### config.mk
export PLATFORM = sky130hd
export DESIGN_NAME = scan_range_clustering_top
export DESIGN_NICKNAME = d
export VERILOG_FILES = /design/src/srcl_pkg.sv /design/src/srcl_div.sv /design/src/srcl_dpath.sv /design/src/srcl_ctrl.sv /design/src/scan_range_clustering_top.sv
export SDC_FILE = /design/constraint.sdc
export NUM_CORES = 2
export LEC_CHECK = 0
export CAP_MARGIN = 20
export CORE_AREA = 2 2 717 505
export CTS_CLUSTER_DIAMETER = 40
export DETAILED_ROUTE_END_ITERATION = 8
export DIE_AREA = 0 0 719 507
export DONT_BUFFER_PORTS = 1
export GPL_ROUTABILITY_DRIVEN = 0
export PLACE_DENSITY_LB_ADDON = 0.12
export SYNTH_ARGS = -nofsm -noshare
export SYNTH_HDL_FRONTEND = slang
export SYNTH_SLANG_ARGS = --single-unit
### constraint.sdc
create_clock -name clk -period 28.9 [get_ports clk]
set_input_delay 5.78 -clock clk [delete_from_list [all_inputs] [get_ports clk]]
set_output_delay 5.78 -clock clk [all_outputs]
set_load 0.005 [all_outputs]
### src/srcl_pkg.sv
`timescale 1ns / 1ps
`default_nettype none
// Shared types and constants for the scan range clustering block.
// No dependencies; imported by srcl_ctrl, srcl_dpath and the top module.
package srcl_pkg;

    localparam int DEF_SCAN_POINTS = 512;
    localparam int CFG_W = 16;
    localparam int CFG_ADDR_W = 2;
    localparam int SIZE_W = 10;           // width of min/max point registers
    localparam int RANGE_W = 16;
    localparam int CENT_W = 17;
    localparam int COORD_W = 18;          // internal point coordinate, signed
    localparam int CORDIC_STAGES = 16;
    localparam int CX_W = 36;             // CORDIC x/y datapath width
    localparam int CZ_W = 26;             // CORDIC angle width, 1/2^24 turn
    localparam int SQ_W = 36;
    localparam int D2_W = 37;
    localparam logic [15:0] CORDIC_GAIN_Q16 = 16'd39797;
    localparam int COORD_MAX = 65535;

    typedef enum logic [CFG_ADDR_W-1:0] {
        CFG_THRESHOLD = 2'd0,
        CFG_ANGLE_STEP = 2'd1,
        CFG_MIN_POINTS = 2'd2,
        CFG_MAX_POINTS = 2'd3
    } cfg_idx_t;

    typedef enum logic [2:0] {
        SQ_DX = 3'd0,
        SQ_DY = 3'd1,
        SQ_FX = 3'd2,
        SQ_FY = 3'd3,
        SQ_THR = 3'd4
    } sq_sel_t;

    typedef struct packed {
        logic       accept;
        logic       angle;
        logic       init;
        logic       rotate;
        logic [3:0] iter;
        logic       round;
        logic       square;
        sq_sel_t    sq_sel;
        logic       sum;
        logic       update;
        logic       take;
        logic       load;
    } cmd_t;

    typedef struct packed {
        logic pending;
        logic div_busy;
        logic out_free;
    } status_t;

    function automatic logic [21:0] atan_lut(input logic [3:0] i);
        logic [21:0] v;
        unique case (i)
            4'd0: v = 22'd2097152;
            4'd1: v = 22'd1238021;
            4'd2: v = 22'd654136;
            4'd3: v = 22'd332051;
            4'd4: v = 22'd166669;
            4'd5: v = 22'd83416;
            4'd6: v = 22'd41718;
            4'd7: v = 22'd20860;
            4'd8: v = 22'd10430;
            4'd9: v = 22'd5215;
            4'd10: v = 22'd2608;
            4'd11: v = 22'd1304;
            4'd12: v = 22'd652;
            4'd13: v = 22'd326;
            4'd14: v = 22'd163;
            4'd15: v = 22'd81;
            default: v = 22'd0;
        endcase
        return v;
    endfunction

endpackage
`default_nettype wire

### src/srcl_div.sv
`timescale 1ns / 1ps
`default_nettype none
// Restoring unsigned divider, one quotient bit per cycle.
// Standalone; used by srcl_dpath for centroid division.
module srcl_div #(
    parameter int NUM_W = 27,
    parameter int DEN_W = 10
) (
    input  wire logic             clk,
    input  wire logic             rst_n,
    input  wire logic             start,
    input  wire logic [NUM_W-1:0] num,
    input  wire logic [DEN_W-1:0] den,
    output logic                  busy,
    output logic [NUM_W-1:0]      quo
);
    localparam int CNT_W = $clog2(NUM_W + 1);

    logic [DEN_W:0]   rem_reg, rem_next;
    logic [NUM_W-1:0] acc_reg, acc_next;
    logic [DEN_W-1:0] den_reg;
    logic [CNT_W-1:0] cnt_reg, cnt_next;
    logic [DEN_W:0]   shifted;
    logic             qbit;

    always_comb
    begin
        shifted = {rem_reg[DEN_W-1:0], acc_reg[NUM_W-1]};
        qbit = (shifted >= {1'b0, den_reg});
        rem_next = qbit ? shifted - {1'b0, den_reg} : shifted;
        acc_next = {acc_reg[NUM_W-2:0], qbit};
        cnt_next = cnt_reg - CNT_W'(1);
    end

    always_ff @(posedge clk or negedge rst_n)
    begin
        if (!rst_n)
        begin
            cnt_reg <= '0;
        end
        else if (start)
        begin
            cnt_reg <= CNT_W'(NUM_W);
        end
        else if (cnt_reg != '0)
        begin
            cnt_reg <= cnt_next;
        end
    end

    always_ff @(posedge clk)
    begin
        if (start)
        begin
            rem_reg <= '0;
            acc_reg <= num;
            den_reg <= den;
        end
        else if (cnt_reg != '0)
        begin
            rem_reg <= rem_next;
            acc_reg <= acc_next;
        end
    end

    assign busy = (cnt_reg != '0);
    assign quo = acc_reg;

endmodule
`default_nettype wire

### src/srcl_dpath.sv
`timescale 1ns / 1ps
`default_nettype none
// Datapath: point conversion, gap test, cluster sums, result queue, output register.
// Depends on srcl_pkg and srcl_div; driven by srcl_ctrl commands.
module srcl_dpath import srcl_pkg::*; #(
    parameter int SCAN_POINTS = DEF_SCAN_POINTS,
    localparam int IDX_W = $clog2(SCAN_POINTS),
    localparam int CNT_W = $clog2(SCAN_POINTS + 1)
) (
    input  wire logic               clk,
    input  wire logic               rst_n,
    input  wire cmd_t               cmd,
    output status_t                 status,
    input  wire logic [RANGE_W-1:0] range_mm,
    input  wire logic               last_sample,
    input  wire logic               cfg_we,
    input  wire logic [CFG_ADDR_W-1:0] cfg_addr,
    input  wire logic [CFG_W-1:0]   cfg_wdata,
    output logic                    out_valid,
    input  wire logic               out_ready,
    output logic signed [CENT_W-1:0] centroid_x,
    output logic signed [CENT_W-1:0] centroid_y,
    output logic [CNT_W-1:0]        point_count,
    output logic [IDX_W-1:0]        start_index,
    output logic                    last_of_run
);
    localparam int SUM_W = IDX_W + 18;
    localparam int CMP_W = (CNT_W > SIZE_W) ? CNT_W : SIZE_W;
    localparam int NREC = 3;

    typedef struct packed {
        logic signed [SUM_W-1:0] sx;
        logic signed [SUM_W-1:0] sy;
        logic [CNT_W-1:0]        cnt;
        logic [IDX_W-1:0]        start;
    } rec_t;

    // configuration
    logic [CFG_W-1:0]  thr_reg, step_reg;
    logic [SIZE_W-1:0] min_reg, max_reg;

    always_ff @(posedge clk or negedge rst_n)
    begin
        if (!rst_n)
        begin
            thr_reg <= 16'd100;
            step_reg <= 16'd182;
            min_reg <= 10'd4;
            max_reg <= 10'd25;
        end
        else if (cfg_we)
        begin
            unique case (cfg_idx_t'(cfg_addr))
                CFG_THRESHOLD: thr_reg <= cfg_wdata;
                CFG_ANGLE_STEP: step_reg <= cfg_wdata;
                CFG_MIN_POINTS: min_reg <= cfg_wdata[SIZE_W-1:0];
                CFG_MAX_POINTS: max_reg <= cfg_wdata[SIZE_W-1:0];
                default: ;
            endcase
        end
    end

    // input beat and angle
    logic [RANGE_W-1:0] r_reg;
    logic               last_reg;
    logic [15:0]        ang_reg;
    logic [31:0]        mag_reg;
    logic               flip_reg;
    logic signed [CX_W-1:0] x_reg, y_reg;
    logic signed [CZ_W-1:0] z_reg;
    logic signed [COORD_W-1:0] px_reg, py_reg;

    // scan state
    logic [IDX_W-1:0] idx_reg;
    logic signed [COORD_W-1:0] prev_x_reg, prev_y_reg, fx_reg, fy_reg;
    logic signed [SUM_W-1:0] cur_sx_reg, cur_sy_reg, held_sx_reg, held_sy_reg;
    logic [CNT_W-1:0] cur_cnt_reg, held_cnt_reg;
    logic [IDX_W-1:0] cur_start_reg;
    logic             held_valid_reg;

    logic [SQ_W-1:0] sq_reg [5];
    logic [D2_W-1:0] d2p_reg, d2f_reg, thr2_reg;

    logic signed [16:0] t_ang;
    logic               flip;
    logic signed [CX_W-1:0] dx_c, dy_c, xr, yr;
    logic signed [CZ_W-1:0] atan_c;
    logic signed [COORD_W:0] sq_op;
    logic signed [2*COORD_W+1:0] sq_prod;

    always_comb
    begin
        flip = (ang_reg[15:14] == 2'b01) || (ang_reg[15:14] == 2'b10);
        if (flip)
            t_ang = $signed({1'b0, ang_reg}) - 17'sd32768;
        else
            t_ang = $signed({ang_reg[15], ang_reg});
        dx_c = y_reg >>> cmd.iter;
        dy_c = x_reg >>> cmd.iter;
        atan_c = $signed(CZ_W'(atan_lut(cmd.iter)));
        xr = (x_reg + CX_W'(32768)) >>> 16;
        yr = (y_reg + CX_W'(32768)) >>> 16;
        if (flip_reg)
        begin
            xr = -xr;
            yr = -yr;
        end
        unique case (cmd.sq_sel)
            SQ_DX: sq_op = (COORD_W+1)'(prev_x_reg) - (COORD_W+1)'(px_reg);
            SQ_DY: sq_op = (COORD_W+1)'(prev_y_reg) - (COORD_W+1)'(py_reg);
            SQ_FX: sq_op = (COORD_W+1)'(px_reg) - (COORD_W+1)'(fx_reg);
            SQ_FY: sq_op = (COORD_W+1)'(py_reg) - (COORD_W+1)'(fy_reg);
            SQ_THR: sq_op = $signed({3'b000, thr_reg});
            default: sq_op = '0;
        endcase
        sq_prod = sq_op * sq_op;
    end

    function automatic logic signed [COORD_W-1:0] clamp(input logic signed [CX_W-1:0] v);
        if (v > CX_W'(COORD_MAX))
            return COORD_W'(COORD_MAX);
        else if (v < -CX_W'(COORD_MAX))
            return -COORD_W'(COORD_MAX);
        else
            return COORD_W'(v);
    endfunction

    always_ff @(posedge clk)
    begin
        if (cmd.accept)
        begin
            r_reg <= range_mm;
        end
        if (cmd.angle)
        begin
            ang_reg <= 16'(idx_reg * step_reg);
            mag_reg <= r_reg * CORDIC_GAIN_Q16;
        end
        if (cmd.init)
        begin
            flip_reg <= flip;
            x_reg <= CX_W'(mag_reg);
            y_reg <= '0;
            z_reg <= CZ_W'(t_ang) <<< 8;
        end
        if (cmd.rotate)
        begin
            if (!z_reg[CZ_W-1])
            begin
                x_reg <= x_reg - dx_c;
                y_reg <= y_reg + dy_c;
                z_reg <= z_reg - atan_c;
            end
            else
            begin
                x_reg <= x_reg + dx_c;
                y_reg <= y_reg - dy_c;
                z_reg <= z_reg + atan_c;
            end
        end
        if (cmd.round)
        begin
            px_reg <= clamp(xr);
            py_reg <= clamp(yr);
        end
        if (cmd.square)
        begin
            sq_reg[cmd.sq_sel] <= SQ_W'(sq_prod);
        end
        if (cmd.sum)
        begin
            d2p_reg <= D2_W'(sq_reg[SQ_DX]) + D2_W'(sq_reg[SQ_DY]);
            d2f_reg <= D2_W'(sq_reg[SQ_FX]) + D2_W'(sq_reg[SQ_FY]);
            thr2_reg <= D2_W'(sq_reg[SQ_THR]);
        end
    end

    // cluster update
    logic idx0, brk, hv1, merge;
    logic signed [SUM_W-1:0] hsx1, hsy1, csx1, csy1;
    logic [CNT_W-1:0] hcnt1, ccnt1;
    logic [IDX_W-1:0] cstart1;
    rec_t rec_c [NREC];
    logic [NREC-1:0] rv_c;

    function automatic logic passes(input logic [CNT_W-1:0] n,
                                    input logic [SIZE_W-1:0] lo,
                                    input logic [SIZE_W-1:0] hi);
        return (n != '0) && (CMP_W'(n) >= CMP_W'(lo)) && (CMP_W'(n) < CMP_W'(hi));
    endfunction

    always_comb
    begin
        idx0 = (idx_reg == '0);
        brk = !idx0 && (d2p_reg >= thr2_reg);
        hv1 = idx0 ? 1'b0 : (held_valid_reg || brk);
        if (idx0)
        begin
            hsx1 = '0;
            hsy1 = '0;
            hcnt1 = '0;
        end
        else if (brk && !held_valid_reg)
        begin
            hsx1 = cur_sx_reg;
            hsy1 = cur_sy_reg;
            hcnt1 = cur_cnt_reg;
        end
        else
        begin
            hsx1 = held_sx_reg;
            hsy1 = held_sy_reg;
            hcnt1 = held_cnt_reg;
        end
        if (idx0 || brk)
        begin
            csx1 = SUM_W'(px_reg);
            csy1 = SUM_W'(py_reg);
            ccnt1 = CNT_W'(1);
            cstart1 = idx_reg;
        end
        else
        begin
            csx1 = cur_sx_reg + SUM_W'(px_reg);
            csy1 = cur_sy_reg + SUM_W'(py_reg);
            ccnt1 = cur_cnt_reg + CNT_W'(1);
            cstart1 = cur_start_reg;
        end
        merge = last_reg && hv1 && (d2f_reg < thr2_reg);

        rec_c[0] = '{sx: cur_sx_reg, sy: cur_sy_reg, cnt: cur_cnt_reg, start: cur_start_reg};
        rv_c[0] = brk && held_valid_reg;
        if (merge)
            rec_c[1] = '{sx: hsx1 + csx1, sy: hsy1 + csy1, cnt: hcnt1 + ccnt1,
                         start: cstart1};
        else
            rec_c[1] = '{sx: hsx1, sy: hsy1, cnt: hcnt1, start: '0};
        rv_c[1] = last_reg && hv1;
        rec_c[2] = '{sx: csx1, sy: csy1, cnt: ccnt1, start: cstart1};
        rv_c[2] = last_reg && !merge;
        for (int i = 0; i < NREC; i++)
        begin
            rv_c[i] = rv_c[i] && passes(rec_c[i].cnt, min_reg, max_reg);
        end
    end

    rec_t rec_reg [NREC];
    logic [NREC-1:0] rv_reg;
    logic [1:0] pick;

    always_comb
    begin
        priority if (rv_reg[0])
            pick = 2'd0;
        else if (rv_reg[1])
            pick = 2'd1;
        else
            pick = 2'd2;
    end

    always_ff @(posedge clk or negedge rst_n)
    begin
        if (!rst_n)
        begin
            idx_reg <= '0;
            held_valid_reg <= 1'b0;
            rv_reg <= '0;
            last_reg <= 1'b0;
        end
        else
        begin
            if (cmd.accept)
            begin
                last_reg <= last_sample || (idx_reg == IDX_W'(SCAN_POINTS - 1));
            end
            if (cmd.update)
            begin
                idx_reg <= last_reg ? '0 : idx_reg + IDX_W'(1);
                held_valid_reg <= last_reg ? 1'b0 : hv1;
                rv_reg <= rv_c;
            end
            else if (cmd.take)
            begin
                rv_reg[pick] <= 1'b0;
            end
        end
    end

    always_ff @(posedge clk)
    begin
        if (cmd.update)
        begin
            prev_x_reg <= px_reg;
            prev_y_reg <= py_reg;
            if (idx0)
            begin
                fx_reg <= px_reg;
                fy_reg <= py_reg;
            end
            held_sx_reg <= hsx1;
            held_sy_reg <= hsy1;
            held_cnt_reg <= hcnt1;
            cur_sx_reg <= csx1;
            cur_sy_reg <= csy1;
            cur_cnt_reg <= ccnt1;
            cur_start_reg <= cstart1;
            for (int i = 0; i < NREC; i++)
            begin
                rec_reg[i] <= rec_c[i];
            end
        end
    end

    // centroid division: magnitude plus half count, then sign restored
    logic [SUM_W-1:0] num_x, num_y, qx, qy;
    logic busy_x, busy_y;
    logic neg_x_reg, neg_y_reg, olast_reg;
    logic [CNT_W-1:0] ocnt_reg;
    logic [IDX_W-1:0] ostart_reg;
    rec_t sel;

    always_comb
    begin
        sel = rec_reg[pick];
        num_x = (sel.sx[SUM_W-1] ? SUM_W'(-sel.sx) : SUM_W'(sel.sx))
                + SUM_W'(sel.cnt >> 1);
        num_y = (sel.sy[SUM_W-1] ? SUM_W'(-sel.sy) : SUM_W'(sel.sy))
                + SUM_W'(sel.cnt >> 1);
    end

    srcl_div #(.NUM_W(SUM_W), .DEN_W(CNT_W)) u_div_x (
        .clk(clk), .rst_n(rst_n), .start(cmd.take), .num(num_x),
        .den(sel.cnt), .busy(busy_x), .quo(qx)
    );
    srcl_div #(.NUM_W(SUM_W), .DEN_W(CNT_W)) u_div_y (
        .clk(clk), .rst_n(rst_n), .start(cmd.take), .num(num_y),
        .den(sel.cnt), .busy(busy_y), .quo(qy)
    );

    always_ff @(posedge clk)
    begin
        if (cmd.take)
        begin
            neg_x_reg <= sel.sx[SUM_W-1];
            neg_y_reg <= sel.sy[SUM_W-1];
            ocnt_reg <= sel.cnt;
            ostart_reg <= sel.start;
            olast_reg <= ((rv_reg >> (pick + 2'd1)) == '0);
        end
        if (cmd.load)
        begin
            centroid_x <= neg_x_reg ? -$signed(CENT_W'(qx)) : $signed(CENT_W'(qx));
            centroid_y <= neg_y_reg ? -$signed(CENT_W'(qy)) : $signed(CENT_W'(qy));
            point_count <= ocnt_reg;
            start_index <= ostart_reg;
            last_of_run <= olast_reg;
        end
    end

    always_ff @(posedge clk or negedge rst_n)
    begin
        if (!rst_n)
            out_valid <= 1'b0;
        else if (cmd.load)
            out_valid <= 1'b1;
        else if (out_ready)
            out_valid <= 1'b0;
    end

    assign status.pending = |rv_reg;
    assign status.div_busy = busy_x || busy_y;
    assign status.out_free = !out_valid || out_ready;

    a_take_idle: assert property (@(posedge clk) disable iff (!rst_n)
        cmd.take |-> !(busy_x || busy_y))
        else $error("divider restarted while busy");
    a_load_free: assert property (@(posedge clk) disable iff (!rst_n)
        cmd.load |-> (!out_valid || out_ready))
        else $error("output register overwritten");
    a_drained: assert property (@(posedge clk) disable iff (!rst_n)
        cmd.accept |-> (rv_reg == '0))
        else $error("new beat accepted with results queued");
    a_div_pair: assert property (@(posedge clk) disable iff (!rst_n)
        busy_x == busy_y)
        else $error("centroid dividers out of step");

endmodule
`default_nettype wire

### src/srcl_ctrl.sv
`timescale 1ns / 1ps
`default_nettype none
// Controller state machine sequencing one sample through the datapath.
// Depends on srcl_pkg; commands srcl_dpath.
module srcl_ctrl import srcl_pkg::*; (
    input  wire logic    clk,
    input  wire logic    rst_n,
    input  wire logic    in_valid,
    output logic         in_ready,
    output cmd_t         cmd,
    input  wire status_t status
);
    typedef enum logic [10:0] {
        S_IDLE   = 11'b00000000001,
        S_ANGLE  = 11'b00000000010,
        S_INIT   = 11'b00000000100,
        S_ROTATE = 11'b00000001000,
        S_ROUND  = 11'b00000010000,
        S_SQUARE = 11'b00000100000,
        S_SUM    = 11'b00001000000,
        S_UPDATE = 11'b00010000000,
        S_PICK   = 11'b00100000000,
        S_DIVIDE = 11'b01000000000,
        S_OUTPUT = 11'b10000000000
    } state_t;

    state_t state_reg, state_next;
    logic [3:0] iter_reg, iter_next;
    sq_sel_t sq_reg, sq_next;

    always_comb
    begin
        state_next = state_reg;
        iter_next = iter_reg;
        sq_next = sq_reg;
        cmd = '0;
        cmd.iter = iter_reg;
        cmd.sq_sel = sq_reg;
        in_ready = 1'b0;
        unique case (state_reg)
            S_IDLE:
            begin
                in_ready = 1'b1;
                if (in_valid)
                begin
                    cmd.accept = 1'b1;
                    state_next = S_ANGLE;
                end
            end
            S_ANGLE:
            begin
                cmd.angle = 1'b1;
                state_next = S_INIT;
            end
            S_INIT:
            begin
                cmd.init = 1'b1;
                iter_next = '0;
                state_next = S_ROTATE;
            end
            S_ROTATE:
            begin
                cmd.rotate = 1'b1;
                iter_next = iter_reg + 4'd1;
                if (iter_reg == 4'(CORDIC_STAGES - 1))
                    state_next = S_ROUND;
            end
            S_ROUND:
            begin
                cmd.round = 1'b1;
                sq_next = SQ_DX;
                state_next = S_SQUARE;
            end
            S_SQUARE:
            begin
                cmd.square = 1'b1;
                unique case (sq_reg)
                    SQ_DX: sq_next = SQ_DY;
                    SQ_DY: sq_next = SQ_FX;
                    SQ_FX: sq_next = SQ_FY;
                    SQ_FY: sq_next = SQ_THR;
                    default:
                    begin
                        sq_next = SQ_DX;
                        state_next = S_SUM;
                    end
                endcase
            end
            S_SUM:
            begin
                cmd.sum = 1'b1;
                state_next = S_UPDATE;
            end
            S_UPDATE:
            begin
                cmd.update = 1'b1;
                state_next = S_PICK;
            end
            S_PICK:
            begin
                if (status.pending)
                begin
                    cmd.take = 1'b1;
                    state_next = S_DIVIDE;
                end
                else
                    state_next = S_IDLE;
            end
            S_DIVIDE:
            begin
                if (!status.div_busy)
                    state_next = S_OUTPUT;
            end
            S_OUTPUT:
            begin
                if (status.out_free)
                begin
                    cmd.load = 1'b1;
                    state_next = S_PICK;
                end
            end
            default: state_next = S_IDLE;
        endcase
    end

    always_ff @(posedge clk or negedge rst_n)
    begin
        if (!rst_n)
        begin
            state_reg <= S_IDLE;
            iter_reg <= '0;
            sq_reg <= SQ_DX;
        end
        else
        begin
            state_reg <= state_next;
            iter_reg <= iter_next;
            sq_reg <= sq_next;
        end
    end

    a_onehot: assert property (@(posedge clk) disable iff (!rst_n)
        $onehot0({cmd.accept, cmd.angle, cmd.init, cmd.rotate, cmd.round, cmd.square,
                  cmd.sum, cmd.update, cmd.take, cmd.load}))
        else $error("more than one datapath command");
    a_rotate_len: assert property (@(posedge clk) disable iff (!rst_n)
        cmd.init |=> ##15 (state_reg == S_ROTATE && iter_reg == 4'd15))
        else $error("rotation ran short");
    a_accept_idle: assert property (@(posedge clk) disable iff (!rst_n)
        cmd.accept |=> state_reg == S_ANGLE)
        else $error("accept did not start conversion");

endmodule
`default_nettype wire

### src/scan_range_clustering_top.sv
`timescale 1ns / 1ps
`default_nettype none
// Lidar scan clustering: range beat in, cluster centroid beats out.
// Per beat: angle, CORDIC rotation, rounding, squaring and cluster update,
// then a serial centroid division for each reported cluster.
// A beat with no result then frees the input; up to 3 results per beat.
// The output register lets the next beat enter while a result waits.
// rst_n is asynchronous, active low; control, valid and configuration registers reset, data registers do not.
module scan_range_clustering_top import srcl_pkg::*; #(
    parameter int SCAN_POINTS = DEF_SCAN_POINTS,
    localparam int IDX_W = $clog2(SCAN_POINTS),
    localparam int CNT_W = $clog2(SCAN_POINTS + 1),
    localparam int OUT_BITS = 2 * CENT_W + CNT_W + IDX_W,
    localparam int M_TDATA_W = ((OUT_BITS + 7) / 8) * 8
) (
    input  wire logic                  clk,
    input  wire logic                  rst_n,
    input  wire logic                  s_axis_tvalid,
    output logic                       s_axis_tready,
    input  wire logic [RANGE_W-1:0]    s_axis_tdata,   // range_mm
    input  wire logic                  s_axis_tlast,   // last_sample
    output logic                       m_axis_tvalid,
    input  wire logic                  m_axis_tready,
    // centroid_x, centroid_y, point_count, start_index, zero pad
    output logic [M_TDATA_W-1:0]       m_axis_tdata,
    output logic                       m_axis_tlast,   // last_of_run
    input  wire logic                  cfg_we,
    input  wire logic [CFG_ADDR_W-1:0] cfg_addr,
    input  wire logic [CFG_W-1:0]      cfg_wdata
);
    cmd_t    cmd;
    status_t status;
    logic signed [CENT_W-1:0] cx, cy;
    logic [CNT_W-1:0] cnt;
    logic [IDX_W-1:0] start;

    srcl_ctrl u_ctrl (
        .clk(clk), .rst_n(rst_n), .in_valid(s_axis_tvalid),
        .in_ready(s_axis_tready), .cmd(cmd), .status(status)
    );

    srcl_dpath #(.SCAN_POINTS(SCAN_POINTS)) u_dpath (
        .clk(clk), .rst_n(rst_n), .cmd(cmd), .status(status),
        .range_mm(s_axis_tdata), .last_sample(s_axis_tlast),
        .cfg_we(cfg_we), .cfg_addr(cfg_addr), .cfg_wdata(cfg_wdata),
        .out_valid(m_axis_tvalid), .out_ready(m_axis_tready),
        .centroid_x(cx), .centroid_y(cy), .point_count(cnt),
        .start_index(start), .last_of_run(m_axis_tlast)
    );

    assign m_axis_tdata = M_TDATA_W'({start, cnt, cy, cx});

endmodule
`default_nettype wire
==> reports/qor.csv <==
stage,metric,value,unit
cells_and_area,"commonest non-fill, non-tap cells in the layout","edfxtp_1, inv_1, nand2_1",
detailed_routing,WL final,271300,um
global_route,initial antenna violation count,23,
cells_and_area,layout cells sized above 1,0.08753,
cells_and_area,Nets,10100,
logic_synthesis,Synth area leader,edfxtp_1,
detailed_routing,WL/cell,19.88,um
status,status,finished clean,
timing,RSZ-0062 raised after global routing,no,
placed_design,PortBufs,0,
logic_synthesis,Syn Std Cell Area,89170,um^2
cells_and_area,Fill cells,37250,
floorplanning,num rows,184,
logic_synthesis,"EDFF count, synth",968,
floorplanning,core area,357500,um^2
worst_setup_path,Crit. End Element,register,
floorplanning,Die X,719,um
logic_synthesis,#FFs+latches synth,1083,
global_route,largest net degree at the start of global routing,167,
global_route,M2 GR Usage,0.1964,
clocking,root buffer cell,clkbuf_16,
logic_synthesis,Most used DFF post-synth,edfxtp_1,
global_route,grt met3 use,0.03050,
timing,minimum clock period,12.02,ns
clocking,clock buffer depth,4,
hold_path,worst min path class,reg -> reg,
global_route,grt ovf,0,
cells_and_area,P&R area growth vs syn,13.90,%
placed_design,"worst slack, placed",17.12,ns
global_route,met1 Use GR,0.2352,
cells_and_area,"commonest non-fill, non-tap cell in the layout",edfxtp_1,
logic_synthesis,Yosys cell types,95,
timing,Setup Skew,0.07965,ns
timing,final worst slack,16.88,ns
global_route,GRT Overall Usage,0.1466,
timing,Worst-Margin Slew,1.182,ns
clocking,post-cts hold buffer count,0,
detailed_routing,initial DRC count,4484,
timing,Fmax achieved,0.08319,GHz
global_route,grt peak-use layer,met1,
worst_setup_path,Critical Path Start Type,register,
logic_synthesis,Mapped Avg Cell Area,10.22,um^2
clocking,H-tree depth,4,
timing,relative max-transition margin,0.2020,
placed_design,Detailed Place HPWL,208800,um
global_route,vias in the first global route,64080,
logic_synthesis,"Async S/R FF share, synth",0.08772,
clocking,Sink Count,1083,
clocking,"Clk Latency, worst-skew pair",0.89,ns
detailed_routing,DR pass1 iterations,5,
run,Max Cap Viol,0,
timing,Hold Fails Final Rpt,0,
timing,"Slew Viols, Final",0,
global_route,first-pass GRT wire length,412400,um
logic_synthesis,Yosys top cell area share,0.3260,
worst_setup_path,largest stage delay on the critical path,0.76,ns
clocking,CTS buffer count,193,
worst_setup_path,CP Max Fanout,15,
floorplanning,# IOs,99,
clocking,CTS tree,done,
worst_setup_path,Critical Path AT,12.63,ns
detailed_routing,Vias per Instance,4.670,
logic_synthesis,"top cells by area, synth","edfxtp_1, fa_1, ha_1",
logic_synthesis,"Seq/Total Area, Yosys",0.3573,
clocking,post_cts resized,0,
floorplanning,Die H,507,um
logic_synthesis,Synth Instances,8725,
detailed_routing,DRC,0,
worst_setup_path,"Req. time, crit path",29.51,ns
detailed_routing,"antenna viol nets, final",0,
timing,TNS Setup,0,ns
floorplanning,die area,364500,um^2
detailed_routing,Via Count,63750,
floorplanning,initial core utilization,0.2494,
worst_setup_path,Crit-path slowest cell,o32a_1,
logic_synthesis,yosys warns,0,
timing,Final period util,0.4159,
clocking,Clock transition at path regs,0.06,ns
clocking,postcts setup bufs,0,
timing,# setup viols final,0,
cells_and_area,Largest register FFs,175,
worst_setup_path,crit path kind,reg -> reg,
[cell families (layout without fill, tap and decap cells)]
family,after synthesis,count (layout),share of synthesized area
flops,1083,1083,0.3573
compound gates,1704,1704,0.1189
xor+xnor,662,662,0.06518
buf+inv,1187,1360,0.05078
mux,365,365,0.05376
other cells,1,10,0.00004206
simple gates,2413,2413,0.1272
fa+ha+maj,1310,1310,0.2268
[Yosys cell counts (all sizes together), types with 64 or more instances]
cell type	instances
a211oi	64
a21o	185
a21oi	425
a31oi	77
and2	104
and3	75
buf	79
clkbuf	213
dfrtp	82
edfxtp	968
fa	511
ha	798
inv	890
mux2	141
mux2i	147
mux4	77
nand2	832
nand2b	127
nand3	169
nor2	620
nor2b	77
nor3	140
o21a	83
o21ai	514
xnor2	432
xor2	229
[area by class of cell]
class / instances / area [um^2] / area share
Tap cell: 4743 / 5934 / 0.05843
Timing Repair Buffer: 116 / 932.1 / 0.009178
Sequential cell: 1083 / 31880 / 0.3139
Clock inverter: 134 / 1471 / 0.01449
Antenna cell: 7 / 17.52 / 0.0001725
Clock buffer: 215 / 4965 / 0.04888
Inverter: 895 / 3369 / 0.03318
Multi-Input combinational cell: 6457 / 53000 / 0.5218
[final timing paths]
kind / slack, ns / cells past startpoint / endpoint / start
max in group asynchronous: 23.92 / 0 / u_ctrl.iter_reg[0] / rst_n
setup reg to reg: 16.88 / 38 / u_dpath.sq_reg[0][34] / u_dpath.px_reg[1]
min in group asynchronous: 4.62 / 0 / u_dpath.u_div_y.cnt_reg[4] / rst_n
hold / removal: 0.37 / 0 / u_dpath.thr2_reg[9] / u_dpath.sq_reg[4][9]
hold reg to reg: 0.37 / 0 / u_dpath.thr2_reg[9] / u_dpath.sq_reg[4][9]
setup / recovery: 16.88 / 38 / u_dpath.sq_reg[0][34] / u_dpath.px_reg[1]
[worst max-delay path, delay by kind of cell, from the launching register on]
family / cells / cell delay [ns]
AOI/OAI and AO/OA: 17 / 4.99
xor gates and xnor gates: 2 / 0.50
adders and majority gates: 9 / 3.74
buffers and inverters: 6 / 1.13
DFF: 1 / 0.50
and+or+nand+nor: 4 / 0.86
[routing by layer]
| metal | share of wire | routed length [um] |
|---|---|---|
| met4 | 0.018 | 4985 |
| met2 | 0.38 | 103700 |
| met3 | 0.058 | 15860 |
| met1 | 0.54 | 146700 |
| met5 | 0.00036 | 97 |
[metrics by stage]
step,util,area [um^2],cells,hold WS [ns]
floorplan,-,89170,8727,0.4003
global placement,0.2658,95020,13290,0.4001
detailed placement,0.2658,95030,13290,0.4045
CTS,0.2838,101500,13640,0.3642
global route,0.2841,101600,13650,0.3853
finish,0.2841,101600,13650,0.3711
Power is not shown: default switching activity piles up to over one toggle a cycle in this logic, so the estimate is an artifact.
